--- src/rtl/muaf_pkg.sv ---
// ----------------------------------------------------------------------------
// muaf_pkg
// Shared types and constants for the MUSCL upwind advection flux block.
// ----------------------------------------------------------------------------
package muaf_pkg;

    localparam int DW        = 32;   // width of every data field
    localparam int OPW       = 33;   // divider operand width (sums of two words)
    localparam int LAMBDA_W  = 31;
    localparam int Q_DEPTH   = 2;    // entries of each word queue
    localparam int Q_PTR_W   = 1;
    localparam int Q_CNT_W   = 2;

    typedef struct packed {
        logic                 line_start;
        logic signed [DW-1:0] density;
        logic signed [DW-1:0] momentum_x;
        logic signed [DW-1:0] momentum_y;
        logic signed [DW-1:0] pt_density;
        logic signed [DW-1:0] pt_inverse;
        logic signed [DW-1:0] tracer;
        logic signed [DW-1:0] left_face_flux;
    } t_cell;

    typedef struct packed {
        logic signed [DW-1:0] density;
        logic signed [DW-1:0] momentum_x;
        logic signed [DW-1:0] momentum_y;
        logic signed [DW-1:0] pt_density;
        logic signed [DW-1:0] tracer;
        logic                 fault;
    } t_flux;

    typedef struct packed {
        logic done;
        logic zero;     // divisor was zero
        logic sat;      // quotient clamped
    } t_div_stat;

endpackage

--- src/rtl/muaf_front.sv ---
// ----------------------------------------------------------------------------
// muaf_front
// Input side: takes cell words into a short queue and hands them to the
// back end, tagged with whether they open a new grid line.
// ----------------------------------------------------------------------------
module muaf_front
    import muaf_pkg::*;
(
    input  logic  i_clk,
    input  logic  i_rst_n,
    input  logic  i_push,
    input  t_cell i_cell,
    output logic  o_full,
    output logic  o_valid,
    output t_cell o_cell,
    input  logic  i_take
);

    t_cell              r_mem [Q_DEPTH];
    logic [Q_PTR_W-1:0] r_wp;
    logic [Q_PTR_W-1:0] r_rp;
    logic [Q_CNT_W-1:0] r_cnt;
    logic               wr;
    logic               rd;

    assign o_full  = (r_cnt == Q_CNT_W'(Q_DEPTH));
    assign o_valid = (r_cnt != '0);
    assign o_cell  = r_mem[r_rp];
    assign wr      = i_push & ~o_full;
    assign rd      = i_take & o_valid;

    always_ff @(posedge i_clk) begin
        if (wr) begin
            r_mem[r_wp] <= i_cell;
        end
    end

    always_ff @(posedge i_clk) begin
        if (!i_rst_n) begin
            r_wp  <= '0;
            r_rp  <= '0;
            r_cnt <= '0;
        end else begin
            if (wr) begin
                r_wp <= r_wp + 1'b1;
            end
            if (rd) begin
                r_rp <= r_rp + 1'b1;
            end
            case ({wr, rd})
                2'b10:   r_cnt <= r_cnt + 1'b1;
                2'b01:   r_cnt <= r_cnt - 1'b1;
                default: r_cnt <= r_cnt;
            endcase
        end
    end

endmodule

--- config.mk ---
export PLATFORM = sky130hd
export DESIGN_NAME = muaf_front
export DESIGN_NICKNAME = d
export VERILOG_FILES = /design/src/rtl/muaf_pkg.sv /design/src/rtl/muaf_front.sv
export SDC_FILE = /design/constraint.sdc
export NUM_CORES = 1
export LEC_CHECK = 0
export BUFFER_PORTS_ARGS = -buffer_cell sky130_fd_sc_hd__buf_2
export CELL_PAD_IN_SITES_DETAIL_PLACEMENT = 0
export CELL_PAD_IN_SITES_GLOBAL_PLACEMENT = 1
export CORE_ASPECT_RATIO = 0.7
export CORE_UTILIZATION = 47
export DETAILED_ROUTE_END_ITERATION = 6
export PLACE_DENSITY_LB_ADDON = 0.1
export SLEW_MARGIN = 20
export SYNTH_ARGS = -nofsm -noshare
export SYNTH_HDL_FRONTEND = slang
export SYNTH_SLANG_ARGS = --single-unit
--- constraint.sdc ---
create_clock -name i_clk -period 19.5 [get_ports i_clk]
set_input_delay 3.9 -clock i_clk [delete_from_list [all_inputs] [get_ports i_clk]]
set_output_delay 3.9 -clock i_clk [all_outputs]
set_load 0.05 [all_outputs]
; After elaboration in Yosys (flattened, before gate mapping)
; Memory sizes are Yosys's and may differ from the RTL's. A register that Yosys moved wholly into a read port is not among the register bits.
; Index checks and enable logic that the tools add are counted.
[classes]
n_eq_ne = 3
n_addsub = 4
n_bitwise = 3
muxes = 5
n_reduce_logical = 2
[ops]
columns = operator, n
row1 = $eq 2x2->1 const B, 2
row2 = $mux 1, 4
row3 = $pmux 2 s2, 1
row4 = $reduce_bool 2->1, 2
row5 = $add 1x1->1 const B, 2
row6 = $add 2x1->2 const B, 1
row7 = $and 1x1->1, 2
row8 = $eq 2x1->1 const B, 1
row9 = $sub 2x1->2 const B, 1
row10 = $not 1->1, 1
[totals]
mem_bits_rw = 450
n_memories = 1
regBits = 4
word_cells = 21
output_inout_bits = 227
input_bits = 229
[mem_list]
columns = memory, words, width, read_ports, rd_ports_with_merged_regs, wr, line_no
row1 = r_mem, 2, 225, 1, 1, 1, muaf_front.sv:19  ; t_cell r_mem [Q_DEPTH];

; Logic depth before layout (Yosys ltp)
[logic_depth]
depth_word = 5
mapped_depth = 6

; Worst setup path before layout
; No wires, ideal clock.
[synth_timing]
path_kind = in2reg
start = input port i_push
end = memory r_mem[1][0] in the netlist's numbering, enable pin
path_buffers = 0
stages = 1
setup_slack_ns = 9.802
setup_time_ns = 0.615
arrival_time_ns = 9.082
cell_sequence = and3_1
[synth_via]
elab_chain_len = 3
[synth_lines]
columns = item, line_no
row1 = start: declaration, muaf_front.sv:11  ; input logic i_push,
row2 = $and 1x1->1, muaf_front.sv:29  ; assign wr = i_push & ~o_full;
row3 = $mux 1, muaf_front.sv:33  ; if (wr) begin
row4 = $mux 1 (not written as such), muaf_front.sv:34  ; r_mem[r_wp] <= i_cell;
row5 = end: declaration, muaf_front.sv:19
; No other way between the ends.

==> results.sh <==
export IMPL_status="complete, no violations"
export IMPL_ys_ff_latch=455
export IMPL_drc=0
export IMPL_pwr_share_comb=0.362
export IMPL_pin_count=456
export IMPL_final_common_cell="buf_2"
export IMPL_worst_pin_slew_ns=1.17
export IMPL_nets=1435
export IMPL_rsz0062_at_grt="no"
export IMPL_ctsHoldBuffers=0
export IMPL_core_sq_um=34700
export IMPL_final_setup_skew_ns=0.0138
export IMPL_netlist_instances=726
export IMPL_clockBufferDepth=3
export IMPL_drive_above_1_share=0.600
export IMPL_rows=57
export IMPL_fill_cells=2686
export IMPL_clk_latency_ns=0.53
export IMPL_crit_required_ns=15.60
export IMPL_gr_total_overflow=0
export IMPL_rrSetupSlack_ns=15.73
export IMPL_grt_pass1_wl_mm=51.5
export IMPL_crit_chain="buf_12 > mux2_2 > buf_2"
export IMPL_worstSetupPathType="flop to primary output"
export IMPL_min_path_type="flop to flop"
export IMPL_cts_tree="done"
export IMPL_cp_max_fo=175
export IMPL_synth_cell_area_sq_um=16500
export IMPL_syn_area_per_cell_sq_um=22.8
export IMPL_finalCritPeriodShare=0.352
export IMPL_ys_types=19
export IMPL_final_setup_viol_count=0
export IMPL_chipWidth_um=226
export IMPL_report_final_slew_viol_count=0
export IMPL_dieArea_sq_um=35900
export IMPL_final_antenna_net_count=0
export IMPL_wire_per_inst_um=20.6
export IMPL_cts_buffers_inserted=43
export IMPL_first_iter_violations=435
export IMPL_p_leak_nw=7.61
export IMPL_root_buffer="clkbuf_16"
export IMPL_p_sw_mw=1.25
export IMPL_intPower_mw=2.01
export IMPL_peakVddDrop_mv=0.134
export IMPL_finalSetupTns_ns=0
export IMPL_critPathMaxStageDelay_ns=0.82
export IMPL_wl_mm=35.4
export IMPL_seq_power_share=0.392
export IMPL_p_sw_frac=0.383
export IMPL_h_tree_depth=2
export IMPL_vias=8379
export IMPL_clkSinkCount=455
export IMPL_end_kind="primary output"
export IMPL_drt_pass1_iterations=4
export IMPL_hpwlAfterDp_mm=23.0
export IMPL_gp_congestion=0.750
export IMPL_grt_pass1_vias=8707
export IMPL_final_cell_mix="buf_2 (455), edfxtp_1 (450), mux2_2 (225)"
export IMPL_syn2layout_area_growth_pct=24.6
export IMPL_fmax_ghz=0.146
export IMPL_grt_max_degree=182
export IMPL_initial_core_util=0.477
export IMPL_die_h_um=159
export IMPL_cts_resized=0
export IMPL_finalCriticalPeriod_ns=6.87
export IMPL_pwr_share_clk=0.246
export IMPL_cp_arrival_ns=2.97
export IMPL_maxCapViolCount=0
export IMPL_viasPerCell=4.88
export IMPL_grt_use_total=0.195
export IMPL_power_mw=3.26
export IMPL_crit_slowest_cell="dfxtp_4"
export IMPL_antenna_found_initial=13
export IMPL_synth_seq_area_share=0.824
export IMPL_hold_viol_final=0
export IMPL_start_kind="flop"
export IMPL_post_cts_buffers=0
export IMPL_io_buffers=455
export IMPL_clkSlewWorstSetupHoldPaths_ns=0.06
export IMPL_yosysWarnings=0
export IMPL_synth_fp_nets=956
export IMPL_power_density_nw_per_um2=158
export IMPL_relSlewSlack=0.218
==> Yosys cell counts (all sizes together) <==
master  instances  area (sq um)
o21a            1          7.51
inv             3          11.3
nor2b           2          12.5
o21ai           2          10.0
and2            1          6.26
nand2           1          3.75
or3             2          12.5
edfxtp        450         13500
nand2b          1          8.76
buf            25           231
mux2          225          2530
a21boi          2          15.0
or2             1          6.26
dfxtp           5           100
ha              1          12.5
and3            1          6.26
xnor2           3          26.3
==> flip-flops by register name, indices dropped and copies added (netlist names), named ones only <==
register and flops:
r_mem 450, r_cnt 2, r_rp 1, r_wp 1
==> metrics by stage <==
step           cells  utilization  hold slack [ns]  setup slack, ns  instance area, sq um
6_report        1718        0.594            0.516            12.63                 20600
3_5_place_dp    1632        0.555            0.496            12.22                 19200
3_3_place_gp    1632        0.555            0.484            12.25                 19200
5_1_grt         1711        0.593            0.540            12.48                 20600
2_1_floorplan    726            -            0.457             9.80                 16500
4_1_cts         1710        0.593            0.513            12.59                 20600
==> power by group through the flow <==
stage,Sequential (mW),Clock (mW),Combinational (mW)
6_report,1.28,0.801,1.18
5_1_grt,1.29,0.863,1.23
4_1_cts,1.28,0.825,1.19
3_5_place_dp,1.30,0,1.19
3_3_place_gp,1.29,0,1.19
2_1_floorplan,1.30,0,0.953
==> worst paths after layout <==
kind	depth (start not counted)	end	start
max reg2reg	6	r_mem[0][157]	r_cnt[0]
min reg2reg	2	r_wp	r_wp
max	3	o_cell[23]	flop
min	2	r_wp	r_wp
==> cells by family after synthesis <==
| family | Yosys count | synth area share |
|---|---|---|
| and+or+nand+nor | 9 | 0.00341 |
| DFF | 455 | 0.824 |
| buffers and inverters | 28 | 0.0147 |
| adders and majority gates | 1 | 0.000757 |
| xor gates and xnor gates | 3 | 0.00159 |
| AOI/OAI and AO/OA | 5 | 0.00197 |
| muxes | 225 | 0.153 |
==> worst max-delay path, delay by kind of cell (launching register included) <==
family / cells / cell delay [ns]
buffers and inverters: 2 / 0.88
DFF: 1 / 0.82
muxes: 1 / 0.44
==> area by class of cell <==
type,instances,area (sq um),area share
clock buffer,61,1200,0.0581
antenna,8,20.0,0.000972
tap,472,591,0.0287
inverter,3,18.8,0.000912
clock inverter,17,148,0.00717
multi-input combinational,243,2670,0.130
timing repair buffer,459,2330,0.113
sequential,455,13600,0.661
==> metal layers <==
| layer | routed length (um) | GRT usage |
|---|---|---|
| met5 | 63 | 0 |
| met4 | 828 | 0.0596 |
| met3 | 3520 | 0.0805 |
| met2 | 17500 | 0.324 |
| met1 | 13400 | 0.229 |
Power figures use the tool's default switching activity.
