## config.mk

```make
export PLATFORM = sky130hd
export DESIGN_NAME = muaf_div
export DESIGN_NICKNAME = d
export VERILOG_FILES = /design/src/rtl/muaf_pkg.sv /design/src/rtl/muaf_div.sv
export SDC_FILE = /design/constraint.sdc
export NUM_CORES = 1
export LEC_CHECK = 0
export ABC_AREA = 1
export BUFFER_PORTS_ARGS = -buffer_cell sky130_fd_sc_hd__buf_2
export CAP_MARGIN = 10
export CORE_UTILIZATION = 40
export CTS_CLUSTER_DIAMETER = 100
export DETAILED_ROUTE_END_ITERATION = 12
export PLACE_DENSITY = 0.58
export SYNTH_ARGS = -nofsm -noshare
export SYNTH_HDL_FRONTEND = slang
export SYNTH_SLANG_ARGS = --single-unit
```

## constraint.sdc

```tcl
create_clock -name i_clk -period 2.1 [get_ports i_clk]
set_clock_uncertainty 0.15 [all_clocks]
set_input_delay 0 -clock i_clk [delete_from_list [all_inputs] [get_ports i_clk]]
set_output_delay 0 -clock i_clk [all_outputs]
set_load 0.01 [all_outputs]
```

## src/rtl/muaf_pkg.sv

```systemverilog
// ----------------------------------------------------------------------------
// muaf_pkg
// Shared types and constants for the MUSCL upwind advection flux block.
// ----------------------------------------------------------------------------
package muaf_pkg;

    localparam int DW        = 32;   // width of every data field
    localparam int OPW       = 33;   // divider operand width (sums of two words)
    localparam int LAMBDA_W  = 31;
    localparam int Q_DEPTH   = 2;    // entries of each word queue
    localparam int Q_PTR_W   = 1;
    localparam int Q_CNT_W   = 2;

    typedef struct packed {
        logic                 line_start;
        logic signed [DW-1:0] density;
        logic signed [DW-1:0] momentum_x;
        logic signed [DW-1:0] momentum_y;
        logic signed [DW-1:0] pt_density;
        logic signed [DW-1:0] pt_inverse;
        logic signed [DW-1:0] tracer;
        logic signed [DW-1:0] left_face_flux;
    } t_cell;

    typedef struct packed {
        logic signed [DW-1:0] density;
        logic signed [DW-1:0] momentum_x;
        logic signed [DW-1:0] momentum_y;
        logic signed [DW-1:0] pt_density;
        logic signed [DW-1:0] tracer;
        logic                 fault;
    } t_flux;

    typedef struct packed {
        logic done;
        logic zero;     // divisor was zero
        logic sat;      // quotient clamped
    } t_div_stat;

endpackage

```

## src/rtl/muaf_div.sv

```systemverilog
// ----------------------------------------------------------------------------
// muaf_div
// Restoring divider, one quotient bit per cycle: (num << FRAC_BITS) / den,
// truncated toward zero and clamped to 32 signed bits.
// ----------------------------------------------------------------------------
module muaf_div
    import muaf_pkg::*;
#(
    parameter int FRAC_BITS = 16
)
(
    input  logic                  i_clk,
    input  logic                  i_rst_n,
    input  logic                  i_start,
    input  logic signed [OPW-1:0] i_num,
    input  logic signed [OPW-1:0] i_den,
    output logic signed [DW-1:0]  o_quo,
    output t_div_stat             o_stat
);

    localparam int NW  = OPW + FRAC_BITS;
    localparam int CW  = $clog2(NW + 1);

    logic [NW-1:0]  r_num;
    logic [NW-1:0]  r_quo;
    logic [OPW-1:0] r_den;
    logic [OPW-1:0] r_rem;
    logic [CW-1:0]  r_cnt;
    logic           r_busy;
    logic           r_done;
    logic           r_zero;
    logic           r_neg;
    logic [OPW-1:0] num_mag;
    logic [OPW-1:0] den_mag;
    logic [OPW:0]   rem_sh;
    logic           ge;
    logic           sat;

    assign num_mag = i_num[OPW-1] ? OPW'(-i_num) : OPW'(i_num);
    assign den_mag = i_den[OPW-1] ? OPW'(-i_den) : OPW'(i_den);
    assign rem_sh  = {r_rem, r_num[NW-1]};
    assign ge      = (rem_sh >= {1'b0, r_den});

    always_comb begin
        if (r_neg) begin
            sat = (|r_quo[NW-1:DW]) | (r_quo[DW-1] & (|r_quo[DW-2:0]));
            o_quo = sat ? {1'b1, {(DW-1){1'b0}}} : -$signed(r_quo[DW-1:0]);
        end else begin
            sat = |r_quo[NW-1:DW-1];
            o_quo = sat ? {1'b0, {(DW-1){1'b1}}} : $signed(r_quo[DW-1:0]);
        end
    end

    assign o_stat.done = r_done;
    assign o_stat.zero = r_zero;
    assign o_stat.sat  = sat;

    always_ff @(posedge i_clk) begin
        if (i_start) begin
            r_num <= {num_mag, {FRAC_BITS{1'b0}}};
            r_den <= den_mag;
            r_rem <= '0;
            r_quo <= '0;
            r_neg <= i_num[OPW-1] ^ i_den[OPW-1];
            r_zero <= (i_den == '0);
        end else if (r_busy) begin
            r_num <= {r_num[NW-2:0], 1'b0};
            r_rem <= ge ? OPW'(rem_sh - {1'b0, r_den}) : rem_sh[OPW-1:0];
            r_quo <= {r_quo[NW-2:0], ge};
        end
    end

    always_ff @(posedge i_clk) begin
        if (!i_rst_n) begin
            r_busy <= 1'b0;
            r_done <= 1'b0;
            r_cnt  <= '0;
        end else begin
            r_done <= 1'b0;
            if (i_start) begin
                if (i_den == '0) begin
                    r_done <= 1'b1;
                end else begin
                    r_busy <= 1'b1;
                    r_cnt  <= CW'(NW);
                end
            end else if (r_busy) begin
                r_cnt <= r_cnt - 1'b1;
                if (r_cnt == CW'(1)) begin
                    r_busy <= 1'b0;
                    r_done <= 1'b1;
                end
            end
        end
    end

endmodule

```

# ---- After elaboration in Yosys (flattened, before gate mapping)
# Cells that the tools add are included.
dict set report classes {
  muxes 20
  eq_ne 2
  n_addsub 5
  reduce_logical 6
  magnitude_cmp 1
  bitwise 3
}
# op n
set ops {}
lappend ops {{32-bit two-way mux} 4}
lappend ops {{49-bit two-way mux} 2}
lappend ops {{33-bit two-way mux} 2}
lappend ops {{33-bit negation} 2}
lappend ops {{34-bit by 33-bit greater-or-equal comparator with 1-bit output} 1}
lappend ops {{33-bit zero test} 1}
lappend ops {{33-bit subtractor} 1}
lappend ops {{32-bit negation} 1}
lappend ops {{31-bit OR reduction} 1}
lappend ops {{6-bit two-way mux} 3}
lappend ops {{18-bit OR reduction} 1}
lappend ops {{17-bit OR reduction} 1}
lappend ops {{1-bit two-way mux} 9}
lappend ops {{6-bit by 1-bit == test with 1-bit output, second input constant} 1}
lappend ops {{6-bit by 1-bit subtractor with 6-bit output, second input constant} 1}
lappend ops {{2-bit != test, second input constant} 1}
lappend ops {{2-bit AND reduction} 1}
lappend ops {{2-bit nonzero test} 1}
lappend ops {{1-bit AND} 1}
lappend ops {{1-bit OR} 1}
lappend ops {{1-bit XOR} 1}
dict set report totals {
  elab_cells 47
  reg_bits 158
  out_inout_bits 35
  inputBits 69
}

# ---- Longest topological paths before layout
# Gate-level depths: netlist (run 1).
dict set report logic_depth {
  ltp_word 5
  ltp_mapped 19
  ltp_nobuf 19
}

# ---- Worst setup path after synthesis (run 1)
# OpenSTA, ideal clock, no wires.
dict set report synth_path {
  path_kind {in2reg}
  startpoint {input port i_den[1]}
  endpoint {register r_cnt[4]}
  arrival_time_ps 1946
  cell_stages 17
  slack_ps -116
  setup_ps 120
  n_path_buf 0
  required_time_ps 1830
  path_cell_list {inv_1 ha_1 nand3_1 nor2_1 nand2_1 nor2_1 nand2_1 nor2_1 nand4_1 nor4_1 ha_1 nand2_1 nand2_1 inv_1 nand2_1 nor4_1 o31a_1}
}
dict set report synth_between {
  elab_chain_cells 3
}
# item line_no
set synth_lines {}
lappend synth_lines {{from (decl)} muaf_div.sv:16} ;# input logic signed [OPW-1:0] i_den,
lappend synth_lines {{33-bit zero test} muaf_div.sv:81} ;# if (i_den == '0) begin
lappend synth_lines {{2-bit != test (no source line)} -}
lappend synth_lines {{2-bit AND reduction (no source line)} -}
lappend synth_lines {{to (signal assigned)} muaf_div.sv:85} ;# r_cnt <= CW'(NW);
lappend synth_lines {{to (signal assigned)} muaf_div.sv:88} ;# r_cnt <= r_cnt - 1'b1;
lappend synth_lines {{to (decl)} muaf_div.sv:28} ;# logic [CW-1:0] r_cnt;
# Every way passes these cells.
# A chain may end at the register's enable or synchronous reset.

# ---- Worst setup path after layout (run 1)
dict set report layout_path {
  startpoint {register r_quo[23]}
  endpoint {output port o_quo[24]}
}
dict set report layout_between {
  elab_chain_cells 5
  elab_cells_between_ends 6
  classes_between {1 x add/sub; 2 x mux; 2 x bitwise; 1 x reduce/logical}
}
# item line_no
set layout_lines {}
lappend layout_lines {{from (decl)} muaf_div.sv:25} ;# logic [NW-1:0] r_quo;
lappend layout_lines {{from (signal assigned)} muaf_div.sv:69} ;# r_quo <= {r_quo[NW-2:0], ge};
lappend layout_lines {{branches (longest 3 deep; another with 32-bit negation)} -}
lappend layout_lines {{32-bit two-way mux *} muaf_div.sv:47} ;# o_quo = sat ? {1'b1, {(DW-1){1'b0}}} : -$signed(r_quo[DW-1:0]);
lappend layout_lines {{32-bit two-way mux *} muaf_div.sv:45} ;# if (r_neg) begin
lappend layout_lines {{to (decl)} muaf_div.sv:17} ;# output logic signed [DW-1:0] o_quo,
# Every way passes the cells marked *.

==> results.yml, run 1 <==
run_status:
  outcome: "finished, violations left"
  violations: "negative hold slack, negative setup slack"
clocking:
  cts_buffer_depth: 2
  clkTransAtPathRegs_ns: 0.08
  clk_latency_ns: 0.44
  clock_tree.root_cell: "clkbuf_16"
  cts-htree-levels: 4
  numClockSinks: 158
  cts-buffers-inserted: 17
  cts_tree: "done"
power_and_ir_drop:
  power_per_cell_area_nw_per_um2: 494
  max-vdd-ir-drop_uv: 476
  lkg_pwr_nw: 8.32
  report.power.total_mw: 8.42
synthesis:
  post_synth.cell_area_avg_um2: 6.71
  synth_seq_area_share_pct: 33.4
  synth_warnings: 0
  netlist_instances: 1717
  edff_count_synth: 68
  post-synth-top-area-fraction_pct: 17.7
  ys_types: 45
  yosysTopAreaCell: "edfxtp_1"
  synth.cells.most_frequent: "nand2_1, inv_1, nor2_1"
  yosys_register_bits: 158
  netlist_top_cells_area: "edfxtp_1, dfxtp_1, nand2_1, inv_1, nand3_1"
  post_synthesis_instance_area_um2: 11500
  mappedNetlistNets: 1826
  synthMostInstantiatedCell: "nand2_1"
  synth-main-ff-cell: "dfxtp_1"
  synth-async-reset-ratio_pct: 0
floorplan:
  fp.dieW_um: 172
  area_of_the_die_um2: 29500
  floorplan.core_area_um2: 28100
  num_io_pins: 104
  die_h_um: 172
  initial_utilization_pct: 41.0
  rows: 61
critical_path:
  start_kind: "flop"
  crit-reg2reg-launch: "r_num[48]"
  startpoint: "r_quo[23]"
  r2r-end: "r_rem[25]"
  setup.reg_to_reg.worst_slack_ns: -0.21
  rr_worst_depth: 16
  critPathCaptureType: "output pin"
  worst_ep_required_time_ns: 1.95
  timing.critical_path.arrival_ns: 2.23
  criticalPathCategory: "reg -> out"
  endpoint: "o_quo[24]"
  timing.critical_path.fanout_max: 4
layout:
  layout-drive-gt1-share_pct: 33.2
  layout_overhead_on_the_synthesized_area_pct: 48.1
  nNetsFinal: 2242
detailed_routing:
  route.vias.total: 12600
  dr.first_iter.drc_count: 863
  ant_nets: 0
  drc_errors: 0
  via_per_inst: 5.00
  drt-total-wl_um: 38300
  detail_route.wl_per_cell_um: 15.2
  firstDrtPassIters: 5
timing:
  fmaxAchievable_mhz: 420
  worstMarginPinSlew_ns: 0.753
  timing_hold_violations_final: 1
  max_slew_margin_pct: 49.2
  finalSetupViolCount: 67
  hold_ws_ns: -0.000746
  maxSlewViolCount: 0
  totalNegativeSetupSlack_ns: -11.73
  final.period_utilization_pct: 113
  final_period_minus_worst_setup_slack_ns: 2.38
  rsz0062_at_grt: "true"
  final.setup.worst_slack_ns: -0.280
global_route:
  globalRoute.totalOverflow: 0
  antenna_found_initial: 1
  grt_use_total_pct: 26.1
  grt_max_degree: 94
  via_count_of_the_first_global_routing_pass: 12200
  grt_pass1_wl_um: 60000
min_path:
  holdCritStartpoint: "i_den[14]"
  timing.hold.worst.class: "in -> reg"
placed_design:
  placement_stage_worst_setup_slack_ns: -0.465
  detailed_place_hpwl_um: 26400
  portBuffers: 103
  gp_weighted_congestion: 0.918
flow_run:
  maxCapViolCount: 0
## final cells by class
cell class | instances | area [um^2]
inverter | 286 | 1090
multi-input combinational | 1223 | 7540
clock buffer | 20 | 479
sequential | 158 | 3860
clock inverter | 12 | 111
antenna | 1 | 2.50
fill | 2520 | 11000
timing repair buffer | 447 | 3500
tap | 378 | 473
## worst max-delay path: stages, from the launching register on
cell and delay, ns:
dfxtp_2 0.39, inv_1 0.08, nand3_2 0.11, nor2_4 0.05
buf_4 0.12, buf_4 0.12, buf_4 0.12, buf_4 0.13
buf_4 0.13, nand3_1 0.13, xor2_1 0.20, o21ai_2 0.06
buf_2 0.14
## cells by family (layout without fill, tap and decap cells)
| kind of cell | count (synthesis) | in the layout | share of synthesized area (%) |
|---|---|---|---|
| adder cells (fa/ha/maj) | 40 | 40 | 4.41 |
| flip-flops | 158 | 158 | 33.4 |
| buffers and inverters | 337 | 765 | 11.6 |
| AO/OA/AOI/OAI | 222 | 222 | 10.6 |
| AND/OR/NAND/NOR | 868 | 869 | 33.0 |
| other | 0 | 1 | 0 |
| XOR/XNOR | 92 | 92 | 7.00 |
## how the worst min path moves through the flow
stage | endpoint | slack [ns] | cells past startpoint
floorplan | r_den[0] | -0.05 | 0
global placement | r_cnt[4] | 0.11 | 2
detailed placement | r_cnt[4] | 0.11 | 2
CTS | r_neg | 0.008 | 3
global route | r_den[3] | 0.03 | 5
finish | r_den[19] | -0.0007 | 5
## per-layer routing
| metal | part of all wire, % | vias up | track usage [%] | wire (um) |
|---|---|---|---|---|
| met5 | 0 | - | 0 | 0 |
| met4 | 1.9 | 0 | 8.66 | 737 |
| met3 | 4.3 | 51 | 4.44 | 1640 |
| met2 | 48 | 305 | 43.9 | 18200 |
| met1 | 46 | 5882 | 33.5 | 17700 |
| li1 | - | 6379 | - | - |
## registers in the layout, summed over array words and instances (netlist names)
signal,count
r_rem,33
r_zero,1
r_cnt,6
r_busy,1
r_den,33
r_quo,49
r_neg,1
r_num,33
r_done,1
## stage by stage
stage	hold slack (ns)	instance area, um^2	utilization (%)	cells
floorplan	-0.0511	11500	-	1717
global placement	0.109	13900	49.5	2357
detailed placement	0.109	13900	49.5	2357
CTS	0.00830	16100	57.4	2503
global route	0.0252	17100	60.7	2525
finish	-0.000746	17100	60.7	2525
## report_power, final
part | switching (mW) | internal, mW
sequential | 0.0703 | 3.40
combinational | 1.00 | 0.779
clock | 1.46 | 1.71
total | 2.53 | 5.89
## cells in the final DEF, fill, tap and decap left out, types with 6 or more instances in the layout
cell,count
nand3_1,105
nor2_4,18
nand3_4,9
o21ai_2,28
buf_2,99
a21oi_1,33
nand2_1,400
dfxtp_2,11
inv_2,44
a31oi_1,8
nor4_1,7
buf_4,249
o22ai_1,48
nand2_2,61
nand3b_1,16
buf_6,20
inv_8,6
xnor2_1,26
nor2_2,28
ha_1,9
nor3_1,17
o21ai_1,33
nand2_4,15
dlygate4sd3_1,68
buf_12,8
edfxtp_1,68
ha_4,27
xor2_1,64
dfxtp_1,79
inv_1,235
clkbuf_16,19
nand3_2,25
o21ai_0,53
nor2_1,110
nand4_1,34
## what timing repair did
item | 4_1_cts | 5_1_grt
pin swaps | 38 | 71
hold buffers | 69 | 1
endpoints found under the hold margin | 72 | 1
resized for setup | 152 | 214
setup endpoints to repair | 68 | 81
buffers inserted | 40 | 26
cloned | 6 | 0
(Power assumes the default switching activity.)
==> inputs of run 2 (changes only) <==
ABC_CLOCK_PERIOD_IN_PS = 2600   (was not set)
PLACE_DENSITY = 0.55   (was 0.58)
SLEW_MARGIN = 20   (was not set)
clock period = 2.6 ns   (was 2.1 ns; I/O delays follow)
==> run 2 against run 1 <==
Against the previous run:
- via count decreased by 8.9%
- global-route usage is 2.1 points lower
- the run now ends clean
- highest routed layer unchanged
- final area down 17%
- setup slack better by 0.38 ns
- power fell by 23%
- critical path depth shrank 1
- die area did not move
- hold slack improved by 0.030 ns
==> results.yml, run 2 (same netlist as run 1, synthesis figures left out) <==
run_status:
  outcome: "completed"
layout:
  post-route-cell-area_um2: 14200
  layout.cells.most_common: "nand2_1"
  commonest_cells_after_routing_fill_and_taps_aside: "nand2_1, inv_1, nor2_1, nand3_1, buf_2"
  flip_flop_count_of_the_largest_register_all_copies_and_words_added: 49
  layout_overhead_on_the_synthesized_area_pct: 23.0
  nNetsFinal: 2022
  registers.top_by_ff_count: "r_quo"
  post-route-util_pct: 50.5
  final-instance-count-excl-fill: 2305
  fill_cells: 2929
  layout-drive-gt1-share_pct: 13.7
floorplan:
  fp.dieW_um: 172
  num_io_pins: 104
  floorplan.core_area_um2: 28100
  initial_utilization_pct: 41.0
  area_of_the_die_um2: 29500
  die_h_um: 172
  rows: 61
critical_path:
  worst_ep_required_time_ns: 2.64
  max_stage_delay_ns: 0.55
  timing.critical_path.fanout_max: 5
  cp_cell_sequence: "dlygate4sd3_1 > buf_2 > inv_2 > nand3_1 > nor3_2 > nand3_1 > nor2_1 > nor2_1 > a21oi_1 > xor2_1 > dlygate4sd3_1"
  timing.critical_path.arrival_ns: 2.53
  critical-path-slowest-cell: "dlygate4sd3_1"
  criticalPathCategory: "in -> reg"
  start_kind: "primary input"
  critPathCaptureType: "flop"
global_route:
  antenna_found_initial: 1
  globalRoute.totalOverflow: 0
  grt_use_total_pct: 23.9
  via_count_of_the_first_global_routing_pass: 11100
  grt_most_used_layer: "met2"
  grt.met3_usage_pct: 4.12
  use_met2_pct: 39.3
  grt_pass1_wl_um: 55200
  grtUsageMet1_pct: 31.6
  grt_max_degree: 94
clocking:
  numClockSinks: 158
  cts-buffers-inserted: 17
  cts_buffer_depth: 2
  clkTransAtPathRegs_ns: 0.07
  cts-htree-levels: 4
  clock_tree.root_cell: "clkbuf_16"
  cts_tree: "done"
  clk_latency_ns: 0.44
placed_design:
  placement_stage_worst_setup_slack_ns: -0.0644
  placedInstanceArea_um2: 12600
  dp_cells: 2189
  detailed_place_hpwl_um: 25600
  portBuffers: 103
  gp_weighted_congestion: 0.951
power_and_ir_drop:
  power_per_cell_area_nw_per_um2: 455
  p_comb_share_pct: 16.5
  lkg_pwr_nw: 6.97
  power.sequential.fraction_pct: 43.2
  internal_power_mw: 4.47
  p_clk_share_pct: 40.2
  max-vdd-ir-drop_uv: 422
  p_sw_share_pct: 30.7
  switching_power_mw: 1.98
timing:
  fmaxAchievable_mhz: 400
  finalSetupViolCount: 0
  final.setup.worst_slack_ns: 0.102
  maxSlewViolCount: 0
  final_period_minus_worst_setup_slack_ns: 2.50
  hold_ws_ns: 0.0294
  max_slew_margin_pct: 54.3
  worstMarginPinSlew_ns: 0.678
  final.period_utilization_pct: 96.1
  rsz0062_at_grt: "true"
  timing_hold_violations_final: 0
flow_run:
  maxCapViolCount: 0
detailed_routing:
  drt-total-wl_um: 33900
  drc_errors: 0
  firstDrtPassIters: 5
  ant_nets: 0
  dr.first_iter.drc_count: 514
  via_per_inst: 4.99
  route.vias.total: 11500
  detail_route.wl_per_cell_um: 14.7
min_path:
  timing.hold.worst.class: "in -> reg"
==> run 2: worst max-delay path, delay by kind of cell <==
kind | cells | cell delay [ns]
simple gates | 5 | 1.01
xor+xnor | 1 | 0.08
buf+inv | 4 | 1.30
compound gates | 1 | 0.15
==> run 2: layout make-up <==
type	count	area [um^2]	share of cell area (%)
antenna	1	2.50	0.0177
clock buffer	17	425	3.00
clock inverter	15	189	1.33
inverter	286	1070	7.58
multi-input combinational	1222	6480	45.7
sequential	158	3840	27.1
tap	378	473	3.34
timing repair buffer	228	1690	11.9
==> run 2: final timing paths <==
kind / start / to / slack (ns) / cells past startpoint
setup / recovery: i_den[2] / r_den[17] / 0.10 / 11
hold / removal: i_num[32] / r_neg / 0.03 / 3
setup reg to reg: r_den[23] / r_rem[12] / 0.20 / 14
hold reg to reg: r_rem[16] / r_rem[16] / 0.32 / 2
==> run 2: what timing repair did <==
| item | CTS | global route |
|---|---|---|
| pin swaps | 0 | 8 |
| resized for setup | 8 | 37 |
| hold buffers | 80 | 0 |
| setup buffers | 0 | 3 |
| endpoints found under the hold margin | 74 | 0 |
| endpoints found under the setup margin | 25 | 48 |
==> run 2: power by group through the flow <==
| stage | clock network [mW] | registers (mW) | logic, mW |
|---|---|---|---|
| floorplan | 0 | 2.83 | 0.604 |
| global route | 2.75 | 2.80 | 1.18 |
| finish | 2.59 | 2.79 | 1.07 |
| CTS | 2.65 | 2.79 | 1.04 |
| detailed placement | 0 | 2.85 | 0.926 |
| global placement | 0 | 2.84 | 0.925 |
==> run 2: routing by layer <==
metal	part of all wire, %	wire, um	up-vias
li1	-	-	5926
met1	48	16300	5288
met2	46	15500	225
met3	3.8	1300	54
met4	2.4	806	0
met5	0	0	-
==> run 2: metrics by stage <==
step	TNS, ns	total power [mW]
2_1_floorplan	0	3.43
3_3_place_gp	0	3.76
3_5_place_dp	-0.169	3.77
4_1_cts	0	6.49
5_1_grt	-0.0370	6.74
6_report	0	6.45
